===== src/hw/rtl/bbum_pkg.sv =====
// Shared constants, configuration codes and stage payload types of the unsharp mask core.
package bbum_pkg;

    // Frame limits and derived index widths
    localparam int MAX_WIDTH  = 1024;
    localparam int MAX_HEIGHT = 1024;
    localparam int COL_W      = $clog2(MAX_WIDTH);
    localparam int ROW_W      = $clog2(MAX_HEIGHT);

    // Field widths
    localparam int PIX_W      = 8;
    localparam int DIM_W      = 11;
    localparam int AMT_W      = 12;
    localparam int CFG_IDX_W  = 2;
    localparam int CFG_DATA_W = 12;

    // Register reset values
    localparam logic [DIM_W-1:0] FRAME_WIDTH_RST    = DIM_W'(640);
    localparam logic [DIM_W-1:0] FRAME_HEIGHT_RST   = DIM_W'(480);
    localparam logic [AMT_W-1:0] SHARPEN_AMOUNT_RST = AMT_W'(192);

    // Blur: floor(sum / 9) as (sum * 7282) >> 16, exact for sums of nine bytes
    localparam int SUM_W      = 12;
    localparam int RECIP_W    = 13;
    localparam int BLUR_SHIFT = 16;
    localparam logic [RECIP_W-1:0] BLUR_RECIP = RECIP_W'(7282);

    // Sharpen arithmetic width (signed)
    localparam int V_W = 23;

    // Configuration register indexes
    typedef enum logic [CFG_IDX_W-1:0] {
        CFG_FRAME_WIDTH    = 2'd0,
        CFG_FRAME_HEIGHT   = 2'd1,
        CFG_SHARPEN_AMOUNT = 2'd2
    } t_cfg_idx;

    // One new window column, front stage to emit stage
    typedef struct packed {
        logic             valid;
        logic [PIX_W-1:0] upper;
        logic [PIX_W-1:0] middle;
        logic [PIX_W-1:0] pix;
        logic [COL_W-1:0] col;
        logic [COL_W-1:0] col_last;
        logic [ROW_W-1:0] row;
        logic             last_col;
        logic             last_row;
        logic             width_one;
    } t_col_item;

    // One result request, emit stage to sharpen stage
    typedef struct packed {
        logic             valid;
        logic [PIX_W-1:0] src;
        logic [PIX_W-1:0] blur;
        logic [COL_W-1:0] col;
        logic [ROW_W-1:0] row;
        logic             last;
    } t_blur_req;

endpackage


===== src/hw/rtl/bbum_sharpen.sv =====
// Sharpen stage: gain on the detail term, rounding, clamping and the output register.
module bbum_sharpen (
    input  logic                       i_clk,
    input  logic                       i_rst_n,
    input  bbum_pkg::t_blur_req        i_req,
    output logic                       o_req_ready,
    input  logic [bbum_pkg::AMT_W-1:0] i_amount,
    output logic                       o_valid,
    input  logic                       i_stall,
    output logic [bbum_pkg::PIX_W-1:0] o_pixel_out,
    output logic [bbum_pkg::COL_W-1:0] o_out_col,
    output logic [bbum_pkg::ROW_W-1:0] o_out_row,
    output logic                       o_last_of_step
);
    import bbum_pkg::*;

    localparam int DIFF_W = PIX_W + 1;
    localparam int MUL_W  = AMT_W + 1 + DIFF_W;
    localparam int Q_W    = V_W - 8;

    logic                     r_s3_valid;
    logic [PIX_W-1:0]         r_s3_src;
    logic [PIX_W-1:0]         r_s3_blur;
    logic [COL_W-1:0]         r_s3_col;
    logic [ROW_W-1:0]         r_s3_row;
    logic                     r_s3_last;
    logic                     r_out_valid;
    logic [PIX_W-1:0]         r_out_pix;
    logic [COL_W-1:0]         r_out_col;
    logic [ROW_W-1:0]         r_out_row;
    logic                     r_out_last;

    logic                     out_ready;
    logic                     s3_adv;
    logic signed [DIFF_W-1:0] diff;
    logic signed [MUL_W-1:0]  detail;
    logic signed [V_W-1:0]    v;
    logic [V_W-1:0]           v_rnd;
    logic [Q_W-1:0]           q;
    logic [PIX_W-1:0]         n_pix;

    // Stage handshake
    assign out_ready   = !r_out_valid || !i_stall;
    assign s3_adv      = r_s3_valid && out_ready;
    assign o_req_ready = !r_s3_valid || out_ready;

    // V = 256*src + amount*(src - blur), rounded half away from zero
    assign diff   = $signed({1'b0, r_s3_src}) - $signed({1'b0, r_s3_blur});
    assign detail = $signed({1'b0, i_amount}) * diff;
    assign v      = $signed({{(V_W-PIX_W-8){1'b0}}, r_s3_src, 8'h00}) + V_W'(detail);
    assign v_rnd  = v + V_W'(128);
    assign q      = v_rnd[V_W-1:8];

    // Clamp to a byte: any negative value rounds to zero or below
    always_comb begin
        if (v < 0) begin
            n_pix = '0;
        end else if (q > Q_W'(255)) begin
            n_pix = 8'hFF;
        end else begin
            n_pix = q[PIX_W-1:0];
        end
    end

    // Control: stage valids
    always_ff @(posedge i_clk) begin
        if (!i_rst_n) begin
            r_s3_valid  <= 1'b0;
            r_out_valid <= 1'b0;
        end else begin
            if (o_req_ready) begin
                r_s3_valid <= i_req.valid;
            end
            if (out_ready) begin
                r_out_valid <= r_s3_valid;
            end
        end
    end

    // Payload: hold while stalled
    always_ff @(posedge i_clk) begin
        if (o_req_ready && i_req.valid) begin
            r_s3_src  <= i_req.src;
            r_s3_blur <= i_req.blur;
            r_s3_col  <= i_req.col;
            r_s3_row  <= i_req.row;
            r_s3_last <= i_req.last;
        end
        if (s3_adv) begin
            r_out_pix  <= n_pix;
            r_out_col  <= r_s3_col;
            r_out_row  <= r_s3_row;
            r_out_last <= r_s3_last;
        end
    end

    assign o_valid        = r_out_valid;
    assign o_pixel_out    = r_out_pix;
    assign o_out_col      = r_out_col;
    assign o_out_row      = r_out_row;
    assign o_last_of_step = r_out_last;

endmodule

===== config.mk =====
export PLATFORM = sky130hd
export DESIGN_NAME = bbum_sharpen
export DESIGN_NICKNAME = d
export VERILOG_FILES = /design/src/hw/rtl/bbum_pkg.sv /design/src/hw/rtl/bbum_sharpen.sv
export SDC_FILE = /design/constraint.sdc
export NUM_CORES = 1
export LEC_CHECK = 0
export ABC_CLOCK_PERIOD_IN_PS = 7000
export BUFFER_PORTS_ARGS = -buffer_cell sky130_fd_sc_hd__buf_2
export CAP_MARGIN = 20
export CORE_ASPECT_RATIO = 1.4
export CORE_MARGIN = 5
export CORE_UTILIZATION = 40
export DETAILED_ROUTE_END_ITERATION = 10
export REMOVE_ABC_BUFFERS = 1
export SYNTH_ARGS = -nofsm -noshare
export SYNTH_HDL_FRONTEND = slang
export SYNTH_SLANG_ARGS = --single-unit

===== constraint.sdc =====
create_clock -name i_clk -period 7 [get_ports i_clk]
set_input_delay 1.4 -clock i_clk [delete_from_list [all_inputs] [get_ports i_clk]]
set_output_delay 1.4 -clock i_clk [all_outputs]
set_load 0.02 [all_outputs]

==> impl_metrics.ini <==
[status]
status = finished, final reports clean

[clock_network]
clkLatencyLatePin_ns = 0.35
htree_levels = 3
clockRootBuffer = clkbuf_16
cts_tree = yes
cts_buffer_depth = 2
cts.clk_slew.worst_paths_ns = 0.06
ctsHoldBuffers = 0
clkSinkCount = 68
cts_made_buffers = 9

[sta]
setup_violations = 0
fin_crit_sh_pct = 99.8
report.final.slew_viol_count = 0
min_period_ns = 6.99
rsz0062_at_grt = yes
fmax_mhz = 143
relSlewSlack_pct = 33.7
hold_viol = 0
worst_pin_slew_ns = 0.992
clock_skew_ns = 0.0156

[die]
die_h_microns = 165
dieArea_sq_um = 19900
initial_utilization_pct = 40.8
coreArea_sq_um = 16800
num_io_pins = 84
die_x_microns = 121
rows = 56

[route]
dr.first_iter.drc_count = 177
ant_nets = 0
first_pass_iters = 4
num_vias = 5237
post_drt_wl_per_cell_microns = 15.5
finalWirelength_microns = 16200
avgViaCountPerCell = 5.00
post-route-drc-count = 0

[global_route]
grt-ovfl-total = 0
grt_pass1_vias = 5599
antenna_found_initial = 0
grt_pass1_wl_microns = 25900
grt_max_degree = 38
grt_usage_pct = 16.4

[placed_design]
hpwl_microns = 12700
gp_congestion = 0.952
portBuffers = 83

[synthesis]
ys_ff_latch = 68
syn_area_sq_um = 6850
async_reset_ff_share_pct = 0
synth-seq-area-share_pct = 29.5
yosysWarnings = 0
synthFlopType = edfxtp_1
synth.distinct_cells = 66
postSynthAreaPerCell_sq_um = 10.5
syn_inst = 651
synth_edf_count = 66

[worst_setup_path]
cp_slowest_cell = fa_1
arrival_ns = 7.07
rr_worst_depth = 29
path_class = flip-flop to flip-flop
crit_top_cell = fa_1
start_kind = flip-flop
end_kind = flip-flop
path_max_fanout = 8
slowest_delay_ns = 0.59
required_ns = 7.08

[final_layout]
synthToLayoutAreaGrowth_pct = 34.6
drive_above_1_share_pct = 38.5
fin_nets = 1039
fillerInstances = 1431
antenna_cells = 0
post-route-util_pct = 54.9

[hold_path]
hold_class = flip-flop to flip-flop
min_path_cells = 0

[run]
maxCapViolations = 0
-- cell type report --
| class | instances | area, sq um | area share (%) |
|---|---|---|---|
| repair buffers | 198 | 1310 | 14.2 |
| multi-input cells | 446 | 4900 | 53.2 |
| inverters | 117 | 439 | 4.76 |
| well taps | 203 | 254 | 2.75 |
| clock buffers | 10 | 229 | 2.48 |
| flip-flops and latches | 68 | 2020 | 21.9 |
| clock inverters | 6 | 63.8 | 0.692 |
-- through the flow --
step,setup slack [ns],cell area (sq um),hold slack [ns],std cells,setup TNS [ns]
CTS,0.000355,8910,0.417,1038,0
finish,0.0131,9230,0.415,1048,0
floorplan,-0.201,6760,0.400,629,-1.57
global route,-0.294,9230,0.426,1048,-2.28
detailed placement,-0.766,8090,0.405,1001,-5.94
global placement,-0.468,8090,0.401,1001,-3.66
-- synth_stat cells (all sizes together), types with 13 or more instances --
master / instances / share of area (%)
ha: 67 / 12
nor2: 22 / 1.2
inv: 117 / 6.4
and2: 37 / 3.5
nand2: 51 / 2.8
edfxtp: 66 / 29
fa: 79 / 23
o21ai: 13 / 1.0
a21oi: 26 / 2.0
clkbuf: 17 / 0.93
xnor2: 18 / 2.4
nand2b: 22 / 2.0
-- cell usage in the layout (no fill, tap or decap), types with 5 or more instances in the layout --
cell type,count
xor2_1,8
fa_2,6
a21oi_4,5
and2_1,24
nand3_1,6
a21o_1,7
nand2_1,49
fa_1,73
nor2_1,18
edfxtp_1,66
inv_1,109
a31oi_1,8
and2_4,9
xnor2_1,12
buf_2,83
nor2b_1,6
inv_2,8
buf_6,9
clkbuf_16,9
ha_4,9
a21oi_2,9
ha_1,57
nand4_1,5
xnor2_2,6
a21oi_1,12
buf_4,106
o21ai_1,5
nand2b_1,22
-- state kept, by name, indices dropped and copies added, names as in the netlist --
| name | count |
|---|---|
| r_s3_col | 10 |
| r_s3_last | 1 |
| r_s3_row | 10 |
| r_s3_blur | 8 |
| r_s3_valid | 1 |
| o_out_col | 10 |
| o_out_row | 10 |
| o_last_of_step | 1 |
| o_pixel_out | 8 |
| r_s3_src | 8 |
| o_valid | 1 |
-- layer usage --
metal	vias up	part of all wire, %	GRT usage (%)
li1	2528	-	-
met1	2579	37	17.4
met2	92	56	31.3
met3	38	2.8	2.81
met4	0	3.6	7.32
met5	-	0	0
-- what timing repair did --
action,CTS,global route
setup endpoints to repair,8,8
gates cloned,1,1
pin swaps,53,67
buffers inserted,20,9
gates resized for setup,78,53
-- cell families (layout without fill, tap and decap cells) --
kind of cell | count (synthesis) | count (layout) | share of synthesized area (%)
AO/OA/AOI/OAI | 89 | 90 | 8.91
XOR/XNOR | 29 | 30 | 3.92
adder cells (fa/ha/maj) | 146 | 146 | 35.3
buffers and inverters | 139 | 331 | 7.79
flip-flops | 68 | 68 | 29.5
multiplexers | 2 | 2 | 0.292
AND/OR/NAND/NOR | 178 | 178 | 14.3
-- final timing paths --
kind / from / endpoint / slack [ns]
worst min register to register: r_s3_col[5] / o_out_col[5] / 0.42
worst max-delay path: r_s3_blur[0] / o_pixel_out[6] / 0.01
worst max register to register: r_s3_blur[0] / o_pixel_out[6] / 0.01
worst min-delay path: r_s3_col[5] / o_out_col[5] / 0.42
-- worst max-delay path: cells and delay by family (launching register included) --
family	cells	cell delay [ns]
xor+xnor	2	0.42
buf+inv	5	0.51
fa+ha+maj	8	3.35
simple gates	7	0.85
compound gates	7	1.23
flops	1	0.39
Power is not shown: default switching activity piles up to over one toggle a cycle in this logic, so the estimate is an artifact.
