File: config.mk
export PLATFORM = sky130hd
export DESIGN_NAME = bbum_emit
export DESIGN_NICKNAME = d
export VERILOG_FILES = /design/src/hw/rtl/bbum_pkg.sv /design/src/hw/rtl/bbum_emit.sv
export SDC_FILE = /design/constraint.sdc
export NUM_CORES = 1
export LEC_CHECK = 0
export ABC_AREA = 1
export CAP_MARGIN = 20
export CORE_ASPECT_RATIO = 0.8
export CORE_MARGIN = 10
export CORE_UTILIZATION = 55
export DETAILED_ROUTE_END_ITERATION = 7
export DONT_BUFFER_PORTS = 1
export PLACE_DENSITY_LB_ADDON = 0.1
export SKIP_CTS_REPAIR_TIMING = 1
export SYNTH_ARGS = -nofsm -noshare
export SYNTH_HDL_FRONTEND = slang
export SYNTH_SLANG_ARGS = --single-unit
File: constraint.sdc
create_clock -name i_clk -period 11.71 [get_ports i_clk]
set_clock_uncertainty 0.2 [all_clocks]
set_input_delay 2.342 -clock i_clk [delete_from_list [all_inputs] [get_ports i_clk]]
set_output_delay 2.342 -clock i_clk [all_outputs]
set_load 0.01 [all_outputs]
File: src/hw/rtl/bbum_pkg.sv
// Shared constants, configuration codes and stage payload types of the unsharp mask core.
package bbum_pkg;

    // Frame limits and derived index widths
    localparam int MAX_WIDTH  = 1024;
    localparam int MAX_HEIGHT = 1024;
    localparam int COL_W      = $clog2(MAX_WIDTH);
    localparam int ROW_W      = $clog2(MAX_HEIGHT);

    // Field widths
    localparam int PIX_W      = 8;
    localparam int DIM_W      = 11;
    localparam int AMT_W      = 12;
    localparam int CFG_IDX_W  = 2;
    localparam int CFG_DATA_W = 12;

    // Register reset values
    localparam logic [DIM_W-1:0] FRAME_WIDTH_RST    = DIM_W'(640);
    localparam logic [DIM_W-1:0] FRAME_HEIGHT_RST   = DIM_W'(480);
    localparam logic [AMT_W-1:0] SHARPEN_AMOUNT_RST = AMT_W'(192);

    // Blur: floor(sum / 9) as (sum * 7282) >> 16, exact for sums of nine bytes
    localparam int SUM_W      = 12;
    localparam int RECIP_W    = 13;
    localparam int BLUR_SHIFT = 16;
    localparam logic [RECIP_W-1:0] BLUR_RECIP = RECIP_W'(7282);

    // Sharpen arithmetic width (signed)
    localparam int V_W = 23;

    // Configuration register indexes
    typedef enum logic [CFG_IDX_W-1:0] {
        CFG_FRAME_WIDTH    = 2'd0,
        CFG_FRAME_HEIGHT   = 2'd1,
        CFG_SHARPEN_AMOUNT = 2'd2
    } t_cfg_idx;

    // One new window column, front stage to emit stage
    typedef struct packed {
        logic             valid;
        logic [PIX_W-1:0] upper;
        logic [PIX_W-1:0] middle;
        logic [PIX_W-1:0] pix;
        logic [COL_W-1:0] col;
        logic [COL_W-1:0] col_last;
        logic [ROW_W-1:0] row;
        logic             last_col;
        logic             last_row;
        logic             width_one;
    } t_col_item;

    // One result request, emit stage to sharpen stage
    typedef struct packed {
        logic             valid;
        logic [PIX_W-1:0] src;
        logic [PIX_W-1:0] blur;
        logic [COL_W-1:0] col;
        logic [ROW_W-1:0] row;
        logic             last;
    } t_blur_req;

endpackage

File: src/hw/rtl/bbum_emit.sv
// Emit stage: 3x3 window, result sequencing per column and box blur of each result.
module bbum_emit (
    input  logic                i_clk,
    input  logic                i_rst_n,
    input  bbum_pkg::t_col_item i_item,
    output logic                o_take,
    output bbum_pkg::t_blur_req o_req,
    input  logic                i_req_ready
);
    import bbum_pkg::*;

    localparam int CS_W   = PIX_W + 2;
    localparam int PROD_W = SUM_W + RECIP_W;

    // Rows summed in one window column
    typedef enum logic [1:0] {
        RP_FULL,     // upper, middle, new
        RP_TOP_DUP,  // middle twice, new
        RP_LOW,      // middle, new twice
        RP_BOT       // new three times
    } t_rowpat;

    logic [PIX_W-1:0]  r_win [9];
    logic [3:0]        r_pend;
    logic [COL_W-1:0]  r_col;
    logic [COL_W-1:0]  r_col_last;
    logic [ROW_W-1:0]  r_row;
    logic              r_col_one;
    logic              r_width_one;

    logic [3:0]        sel;
    logic [3:0]        remain;
    logic              load;
    logic              advance;
    logic              col_b;
    logic              lower;
    t_rowpat           pat;
    logic [CS_W-1:0]   cs0;
    logic [CS_W-1:0]   cs1;
    logic [CS_W-1:0]   cs2;
    logic [CS_W-1:0]   lsum;
    logic [CS_W-1:0]   msum;
    logic [SUM_W-1:0]  sum;
    logic [PROD_W-1:0] blur_prod;
    logic [PIX_W-1:0]  src;
    logic [3:0]        new_pend;

    function automatic logic [CS_W-1:0] col_sum(input logic [PIX_W-1:0] a_up,
                                                input logic [PIX_W-1:0] a_mid,
                                                input logic [PIX_W-1:0] a_new,
                                                input t_rowpat p);
        logic [CS_W-1:0] s;
        unique case (p)
            RP_FULL:    s = CS_W'(a_up)  + CS_W'(a_mid) + CS_W'(a_new);
            RP_TOP_DUP: s = CS_W'(a_mid) + CS_W'(a_mid) + CS_W'(a_new);
            RP_LOW:     s = CS_W'(a_mid) + CS_W'(a_new) + CS_W'(a_new);
            RP_BOT:     s = CS_W'(a_new) + CS_W'(a_new) + CS_W'(a_new);
            default:    s = '0;
        endcase
        return s;
    endfunction

    // Pending results of the incoming column, in emission order
    always_comb begin
        new_pend[0] = (i_item.row != '0) && (i_item.col != '0);
        new_pend[1] = (i_item.row != '0) && i_item.last_col;
        new_pend[2] = i_item.last_row && (i_item.col != '0);
        new_pend[3] = i_item.last_row && i_item.last_col;
    end

    // Pick the oldest pending result
    assign sel     = r_pend & (~r_pend + 4'd1);
    assign remain  = r_pend & ~sel;
    assign advance = (r_pend != '0) && i_req_ready;
    assign o_take  = (r_pend == '0) || ((remain == '0) && i_req_ready);
    assign load    = i_item.valid && o_take;

    // Window selection for the chosen result
    assign col_b = sel[1] || sel[3];
    assign lower = sel[2] || sel[3];

    always_comb begin
        if (lower) begin
            pat = (r_row == '0) ? RP_BOT : RP_LOW;
        end else begin
            pat = (r_row == ROW_W'(1)) ? RP_TOP_DUP : RP_FULL;
        end
    end

    assign cs0 = col_sum(r_win[0], r_win[1], r_win[2], pat);
    assign cs1 = col_sum(r_win[3], r_win[4], r_win[5], pat);
    assign cs2 = col_sum(r_win[6], r_win[7], r_win[8], pat);

    always_comb begin
        if (col_b) begin
            lsum = r_width_one ? cs2 : cs1;
            msum = cs2;
            src  = lower ? r_win[8] : r_win[7];
        end else begin
            lsum = r_col_one ? cs1 : cs0;
            msum = cs1;
            src  = lower ? r_win[5] : r_win[4];
        end
    end

    // Blur: divide the window sum by nine through a reciprocal
    assign sum       = SUM_W'(lsum) + SUM_W'(msum) + SUM_W'(cs2);
    assign blur_prod = PROD_W'(sum) * PROD_W'(BLUR_RECIP);

    always_comb begin
        o_req.valid = r_pend != '0;
        o_req.src   = src;
        o_req.blur  = blur_prod[BLUR_SHIFT +: PIX_W];
        o_req.col   = col_b ? r_col_last : r_col - COL_W'(1);
        o_req.row   = lower ? r_row : r_row - ROW_W'(1);
        o_req.last  = remain == '0;
    end

    // Control: pending results and window contents
    always_ff @(posedge i_clk) begin
        if (!i_rst_n) begin
            r_pend <= '0;
            for (int k = 0; k < 9; k++) begin
                r_win[k] <= '0;
            end
        end else begin
            if (load) begin
                r_pend <= new_pend;
                for (int k = 0; k < 6; k++) begin
                    r_win[k] <= r_win[k+3];
                end
                r_win[6] <= i_item.upper;
                r_win[7] <= i_item.middle;
                r_win[8] <= i_item.pix;
            end else if (advance) begin
                r_pend <= remain;
            end
        end
    end

    // Position of the column now in the window
    always_ff @(posedge i_clk) begin
        if (load) begin
            r_col       <= i_item.col;
            r_col_last  <= i_item.col_last;
            r_row       <= i_item.row;
            r_col_one   <= (i_item.col == COL_W'(1));
            r_width_one <= i_item.width_one;
        end
    end

endmodule

==> results.ini <==
[final_layout]
nNetsFinal=2054
drive_gt1_share_pct=4.543
layout_common_cells=nand2_1 (388), inv_1 (297), nand3_1 (186)
fillers=2184
register_area_sq_um=3203
area_growth_pct=5.710
multiInputGateArea_sq_um=8743
diodes=0
layout_commonest_cell=nand2_1

[clock_tree]
cts_buffers=9
cts.sinks=108
clkTransAtPathRegs_ns=0.08
clk_latency_ns=0.37
clk_path_buf_depth=2
cts-htree-levels=3
cts_root_buf=clkbuf_16
tritoncts=yes

[logic_synthesis]
dominantRegCellSynth=edfxtp_1
avgSynthCellArea_sq_um=7.517
syn_inst=1755
yosysWarnings=0
ys_ff_latch=108
synth_edf_count=104
netlist_area_sq_um=13190
ys_seq_area_share_pct=24.28
synth_fp_nets=2053
synth.distinct_cells=48
async_reset_ff_share_pct=0

[global_routing]
globalRouteTotalUtil_pct=23.77
grt_pass1_vias=10970
gr-total-overflow=0
grt_antenna_before_repair=0
grt_max_degree=73
grt_pass1_wl_um=57640

[hold_path]
hold_end=r_pend[3]
hold_depth=2
hold_path.startpoint=r_pend[3]
hold_class=register to register

[timing]
fmax_mhz=89.63
drv_slew=0
hold_violations=0
worstMarginPinSlew_ns=0.9456
min_period_ns=11.16
period_share_pct=95.28
hold_slack_ns=0.3041
slew_headroom_pct=36.96
setup_viol=0

[critical_path]
critPathSlowestCell=fa_1
r2r_end=r_win[0][8]
endpoint_kind=output port
worst-r2r-cell-count=11
path_class=register to output port
cpMostUsedCell=inv_1
rrSetupSlack_ns=8.81
critPathMaxFanout=6
worst_setup_path_start_kind=register
required_ns=9.17
timing.rr.start=r_pend[0]
slowest_delay_ns=0.54
cp.arrival_ns=8.62

[detailed_routing]
dr.pass1.iters=5
routed_via_density=5.485
ant_nets=0
drt_iter0_drc=958
drc=0
vias=11370
wl_um=35680
post_drt_wl_per_cell_um=17.21

[place]
gp_congestion=0.9467
portBuffers=0
place_hpwl_um=29030

[floorplan]
row_count=50
start_util_pct=56.09
die_area_sq_um=30620
die-height_um=158.5
core_area_sq_um=23520
fp.dieW_um=193.2
ios=100

[job]
maxCapViolations=0

[run_status]
status=completed

routing by layer:
layer,wire length (um),track usage [%]
met5,0,0
met4,518,5.155
met3,2409,3.935
met2,15670,36.64
met1,17080,34.23
worst max path at each step:
stage	end	depth (start not counted)	slack [ns]	start
floorplan	o_req[25]	38	1.34	r_win[0][41]
global placement	o_req[25]	38	0.80	r_win[0][41]
detailed placement	o_req[25]	38	0.55	r_win[0][41]
CTS	o_req[25]	38	0.13	r_win[0][41]
global route	o_req[25]	38	-0.02	r_win[0][57]
finish	o_req[25]	38	0.55	r_win[0][41]
critical path: cells and delay by family (launching register included):
family / cells / cell delay (ns)
AND/OR/NAND/NOR: 8 / 0.91
flip-flops: 1 / 0.49
buffers and inverters: 8 / 0.53
XOR/XNOR: 3 / 0.65
adder cells (fa/ha/maj): 11 / 4.43
AO/OA/AOI/OAI: 8 / 1.23
area by class of cell:
| class | instances | share of cell area [%] |
|---|---|---|
| Timing Repair Buffer | 22 | 1.184 |
| Multi-Input combinational cell | 1314 | 62.70 |
| Tap cell | 312 | 2.799 |
| Sequential cell | 108 | 22.97 |
| Inverter | 301 | 8.120 |
| Clock buffer | 10 | 1.642 |
| Clock inverter | 6 | 0.5921 |
state kept, by name (all words and copies together), names as in the netlist:
| signal | flops |
|---|---|
| r_win | 72 |
| r_col_last | 10 |
| r_row | 10 |
| r_pend | 4 |
| r_col_one | 1 |
| r_width_one | 1 |
| r_col | 10 |
cell families (layout without fill, tap and decap cells):
group / count (synthesis) / in the layout / synth area share [%]
xor+xnor: 69 / 69 / 4.695
simple gates: 815 / 815 / 26.67
compound gates: 193 / 193 / 8.061
fa+ha+maj: 237 / 237 / 26.46
buf+inv: 333 / 339 / 9.835
flops: 108 / 108 / 24.28
synthesized netlist by cell type, drive strengths merged, types with 2 or more instances:
cell type / number / area share [%]
nand4: 37 / 1.8
a21oi: 100 / 3.9
nand2: 391 / 11
o21a: 2 / 0.11
o21ai: 56 / 2.2
fa: 70 / 11
nor4: 3 / 0.14
nor3: 13 / 0.62
a31oi: 9 / 0.43
dfxtp: 4 / 0.61
a211oi: 2 / 0.11
nor2: 156 / 4.5
ha: 167 / 16
nand3b: 4 / 0.23
buf: 21 / 0.96
a21o: 9 / 0.51
o21bai: 4 / 0.23
inv: 300 / 8.5
edfxtp: 104 / 24
xnor2: 27 / 1.8
clkbuf: 11 / 0.31
a31o: 2 / 0.13
o22ai: 3 / 0.14
or2: 20 / 0.95
xor2: 42 / 2.9
nand3: 187 / 7.1
o211ai: 3 / 0.17
and3: 2 / 0.095
stage by stage:
| step | TNS (ns) | util (%) | setup WS [ns] | std cells | cell area [sq um] |
|---|---|---|---|---|---|
| 2_1_floorplan | 0 | - | 1.340 | 1755 | 13190 |
| 3_3_place_gp | 0 | 57.48 | 0.7975 | 2046 | 13520 |
| 3_5_place_dp | 0 | 57.48 | 0.5450 | 2046 | 13520 |
| 4_1_cts | 0 | 58.81 | 0.1324 | 2062 | 13830 |
| 5_1_grt | -0.02203 | 59.29 | -0.02203 | 2073 | 13950 |
| 6_report | 0 | 59.29 | 0.5526 | 2073 | 13950 |
Power is left out: the tool's default activity adds up to more than one toggle a clock period on the data nets, which glitch-free logic cannot reach.
